--- config.mk ---
export PLATFORM = sky130hd
export DESIGN_NAME = stq_ram
export DESIGN_NICKNAME = d
export VERILOG_FILES = /design/src/sv/stq_ram.sv
export SDC_FILE = /design/constraint.sdc
export NUM_CORES = 1
export LEC_CHECK = 0
export BUFFER_PORTS_ARGS = -buffer_cell sky130_fd_sc_hd__buf_2
export CAP_MARGIN = 20
export CORE_MARGIN = 2
export CORE_UTILIZATION = 50
export CTS_BUF_LIST = sky130_fd_sc_hd__clkbuf_8 sky130_fd_sc_hd__clkbuf_16
export CTS_CLUSTER_DIAMETER = 200
export DETAILED_ROUTE_END_ITERATION = 8
export HOLD_SLACK_MARGIN = 0.1
export PLACE_DENSITY = 0.66
export SYNTH_ARGS = -nofsm -noshare
export SYNTH_HDL_FRONTEND = slang
export SYNTH_SLANG_ARGS = --single-unit
--- constraint.sdc ---
create_clock -name clk -period 2.3 [get_ports clk]
set_input_delay 0.115 -clock clk [delete_from_list [all_inputs] [get_ports clk]]
set_output_delay 0.115 -clock clk [all_outputs]
set_load 0.005 [all_outputs]
--- src/sv/stq_ram.sv ---
// ----------------------------------------------------------------------------
// stq_ram
// Generic single-port-write, single-port-read RAM with registered read data.
// ----------------------------------------------------------------------------
`default_nettype none
module stq_ram #(
	parameter int unsigned Width = 8,
	parameter int unsigned Depth = 64
) (
	input  wire logic                     clk,
	input  wire logic                     we,
	input  wire logic [$clog2(Depth)-1:0] waddr,
	input  wire logic [Width-1:0]         wdata,
	input  wire logic [$clog2(Depth)-1:0] raddr,
	output logic      [Width-1:0]         rdata
);
	logic [Width-1:0] mem [Depth];

	always_ff @(posedge clk) begin
		if (we) begin
			mem[waddr] <= wdata;
		end
		rdata <= mem[raddr];
	end
endmodule
`default_nettype wire

==> metrics.txt <==
R2R cell count=5; list of most frequent post-synthesis cells=edfxtp_1, mux4_2, nor2_1, mux2i_1, nand2_1; busiest layer in global routing=met2; worst hold path type=in -> reg; Worst VDD drop=534 uV; IO buf count=29; cts repair resizes=0; sequential share of power=53.2%; CP Max Fanout=1; #FFs+latches synth=520; fraction of layout cells with a size suffix above 1=32.3%; GR Util met1=31.9%; Root Driver=clkbuf_16; drt wl/cell=27.1 um; I/O pin count=30; Die Wd=205 um; Final Skew=0.0125 ns; r2r setup slk=0.34 ns; Worst Path Required=2.75 ns; Core Region=39700 sq um; clock buffer depth=3; WHS Endpoint=rdata[2]$_DFF_P_; clock share of power=41.6%; worst reg2reg path endpoint=rdata[6]$_DFF_P_; via/cell ratio=5.98; GP Congestion=0.817; Area growth, synth to finish=16.5%; area of the multi-input gates=4320 sq um; register area share after synthesis=77.0%; Worst-path clk slew=0.07 ns; most numerous cell in the Yosys netlist=edfxtp_1; pin count of the biggest net entering global routing=65; slowest CP cell=mux4_2; total number of vias=9956; # DRC=0; final WL=45.0 mm; post-synthesis average cell area=21.5 sq um; die height=205 um; Most used DFF post-synth=edfxtp_1; Routed Antenna Nets=0; Worst R2R Start=mem[24][6]$_DFFE_PP_; GR Util met2=35.6%; Synth top area share=76.2%; Fillers=2842; fin crit share=85.1%; CP Capture Type=flop; switching power=4.04 mW; GRT Resource Usage Total=22.3%; number of global-route vias before repair=10200; initial antenna violation count=1; hold depth=3; post-synthesis cell area=20200 sq um; global route overflow=0; met3 GRT Util=4.10%; Worst-Margin Slew=0.761 ns; Peak Freq=511 MHz; min Tclk post-route=1.96 ns; Async S/R FF share, synth=0%; CP top delay family=multiplexers; Final Hold Fails=0; Max-slew headroom=49.3%; total CTS buffers=52; number of setup buffers added after CTS=0; clk sink count=520; Worst Path Arrival=2.41 ns; main area contributors after synthesis=edfxtp_1, mux4_2, nor2_1, mux2i_1, dfxtp_1; max incr delay on CP=0.47 ns; Leakage=7.63 nW; HP Start=raddr[4]; status=finished clean; Register Area=15500 sq um; first-pass GRT wire length=67.1 mm; worst-path cell chain=mux4_2 -> mux2_2 -> o221a_2 -> nor3_1 -> o32ai_1; Nets=1126; Post-Syn Nets=962; Internal Pwr Total=15.7 mW; Startpoint Class=flop; Pre-Repair DR Iteration Count=5; TritonCTS clock tree=done; TNS Setup=0 ns; Max Cap Viol=0; placed inst area=21800 sq um; Synth cell types=40; final setup fails=0; fin area=23500 sq um; die area=42000 sq um; DRT iter0 DRCs=1141; switching share of power=20.4%; num rows=73; Comb power frac=5.3%; PD cells=842 nW/um^2; Cells after Synth=940; Worst Path Buf+Inv=0; H-Tree Level Count=2; Post-DP HPWL=28.4 mm; Final Max Tran Viols=0; Post-synth EDFFs=512; leading area contributor after synthesis=edfxtp_1; WS Path Type=reg -> reg; Clock Latency Late Sink=0.58 ns; synth warn=0; Initial Utilization=50.8%; unrepaired setup endpoints after global routing=false
-- cell usage in the layout, fill, tap and decap left out, types with 7 or more instances in the layout --
cell           synthesis  final
buf_12                 2     13
buf_2                 11     26
buf_4                 13    114
clkbuf_16              0     53
clkinv_1               0      8
clkinv_2               0      8
dfxtp_1                8      8
dlygate4sd3_1          0      7
edfxtp_1             512    512
inv_1                  0      7
mux2_2                13     13
mux2i_1               23     23
mux4_2               126    126
nand2_1               19     19
nand2b_1               7      7
nand3_1               13     13
nor2_1                83     83
nor2b_1               14     14
nor3_1                 7      7
o221ai_1               8      8
o22ai_1                8      8
-- metrics by stage --
step / power, mW / std cells / util, % / setup slack (ns) / hold slack [ns]
after floorplan: 11.3 / 940 / - / 0.517 / 0.214
after global placement: 11.7 / 1568 / 54.8 / 0.0264 / 0.352
after detailed placement: 11.8 / 1568 / 54.8 / 0.00919 / 0.353
after CTS: 19.9 / 1663 / 59.1 / 0.338 / 0.119
after global routing: 20.3 / 1664 / 59.1 / 0.239 / 0.131
final: 19.8 / 1664 / 59.1 / 0.342 / 0.138
-- how the worst max path moves through the flow --
| stage | startpoint | endpoint | cells past startpoint |
|---|---|---|---|
| final | mem[24][6]$_DFFE_PP_ | rdata[6]$_DFF_P_ | 5 |
| after global routing | mem[24][6]$_DFFE_PP_ | rdata[6]$_DFF_P_ | 5 |
| after CTS | mem[24][6]$_DFFE_PP_ | rdata[6]$_DFF_P_ | 5 |
| after detailed placement | raddr[0] | rdata[6]$_DFF_P_ | 7 |
| after global placement | raddr[0] | rdata[4]$_DFF_P_ | 7 |
| after floorplan | raddr[1] | rdata[3]$_DFF_P_ | 7 |
-- layout make-up --
class | count | area share [%]
Timing Repair Buffer | 161 | 5.66
Clock buffer | 53 | 5.65
Multi-Input combinational cell | 369 | 18.4
Tap cell | 525 | 2.80
Sequential cell | 520 | 66.1
Clock inverter | 35 | 1.37
Antenna cell | 1 | 0.0107
-- worst min-delay path: stages --
cell,delay (ns)
buf_2,0.30
nand2_1,0.15
o2bb2ai_1,0.10
-- metal layers --
layer	part of all wire (%)	up-vias	routed length, um
met2	49	392	22000
met3	7.3	62	3290
met5	0	-	0
met4	2.2	0	997
li1	-	4246	-
met1	42	5256	18700
-- flip-flops by register name (all words and copies together), names as in the netlist --
signal  count
rdata       8
mem       512
-- cells by family (layout without fill, tap and decap cells) --
group                  Yosys count  count (layout)  share of synthesized area, %
flip-flops                     520             520                          77.0
multiplexers                   162             162                          15.9
AND/OR/NAND/NOR                153             153                          3.39
AO/OA/AOI/OAI                   54              54                          2.07
buffers and inverters           51             249                          1.57
other                            0               1                             0
-- power by group through the flow --
| stage | Sequential (mW) | Clock (mW) | Combinational (mW) |
|---|---|---|---|
| after global placement | 10.7 | 0 | 1.02 |
| after global routing | 10.5 | 8.70 | 1.11 |
| after detailed placement | 10.7 | 0 | 1.04 |
| final | 10.5 | 8.23 | 1.04 |
| after CTS | 10.5 | 8.36 | 1.05 |
| after floorplan | 10.7 | 0 | 0.559 |
-- repair_timing --
| action | 4_1_cts | 5_1_grt |
|---|---|---|
| setup endpoints to repair | 0 | 0 |
| endpoints found under the hold margin | 172 | 0 |
| hold buffers | 7 | 0 |
Note: power is estimated with default switching activity, not from simulation.
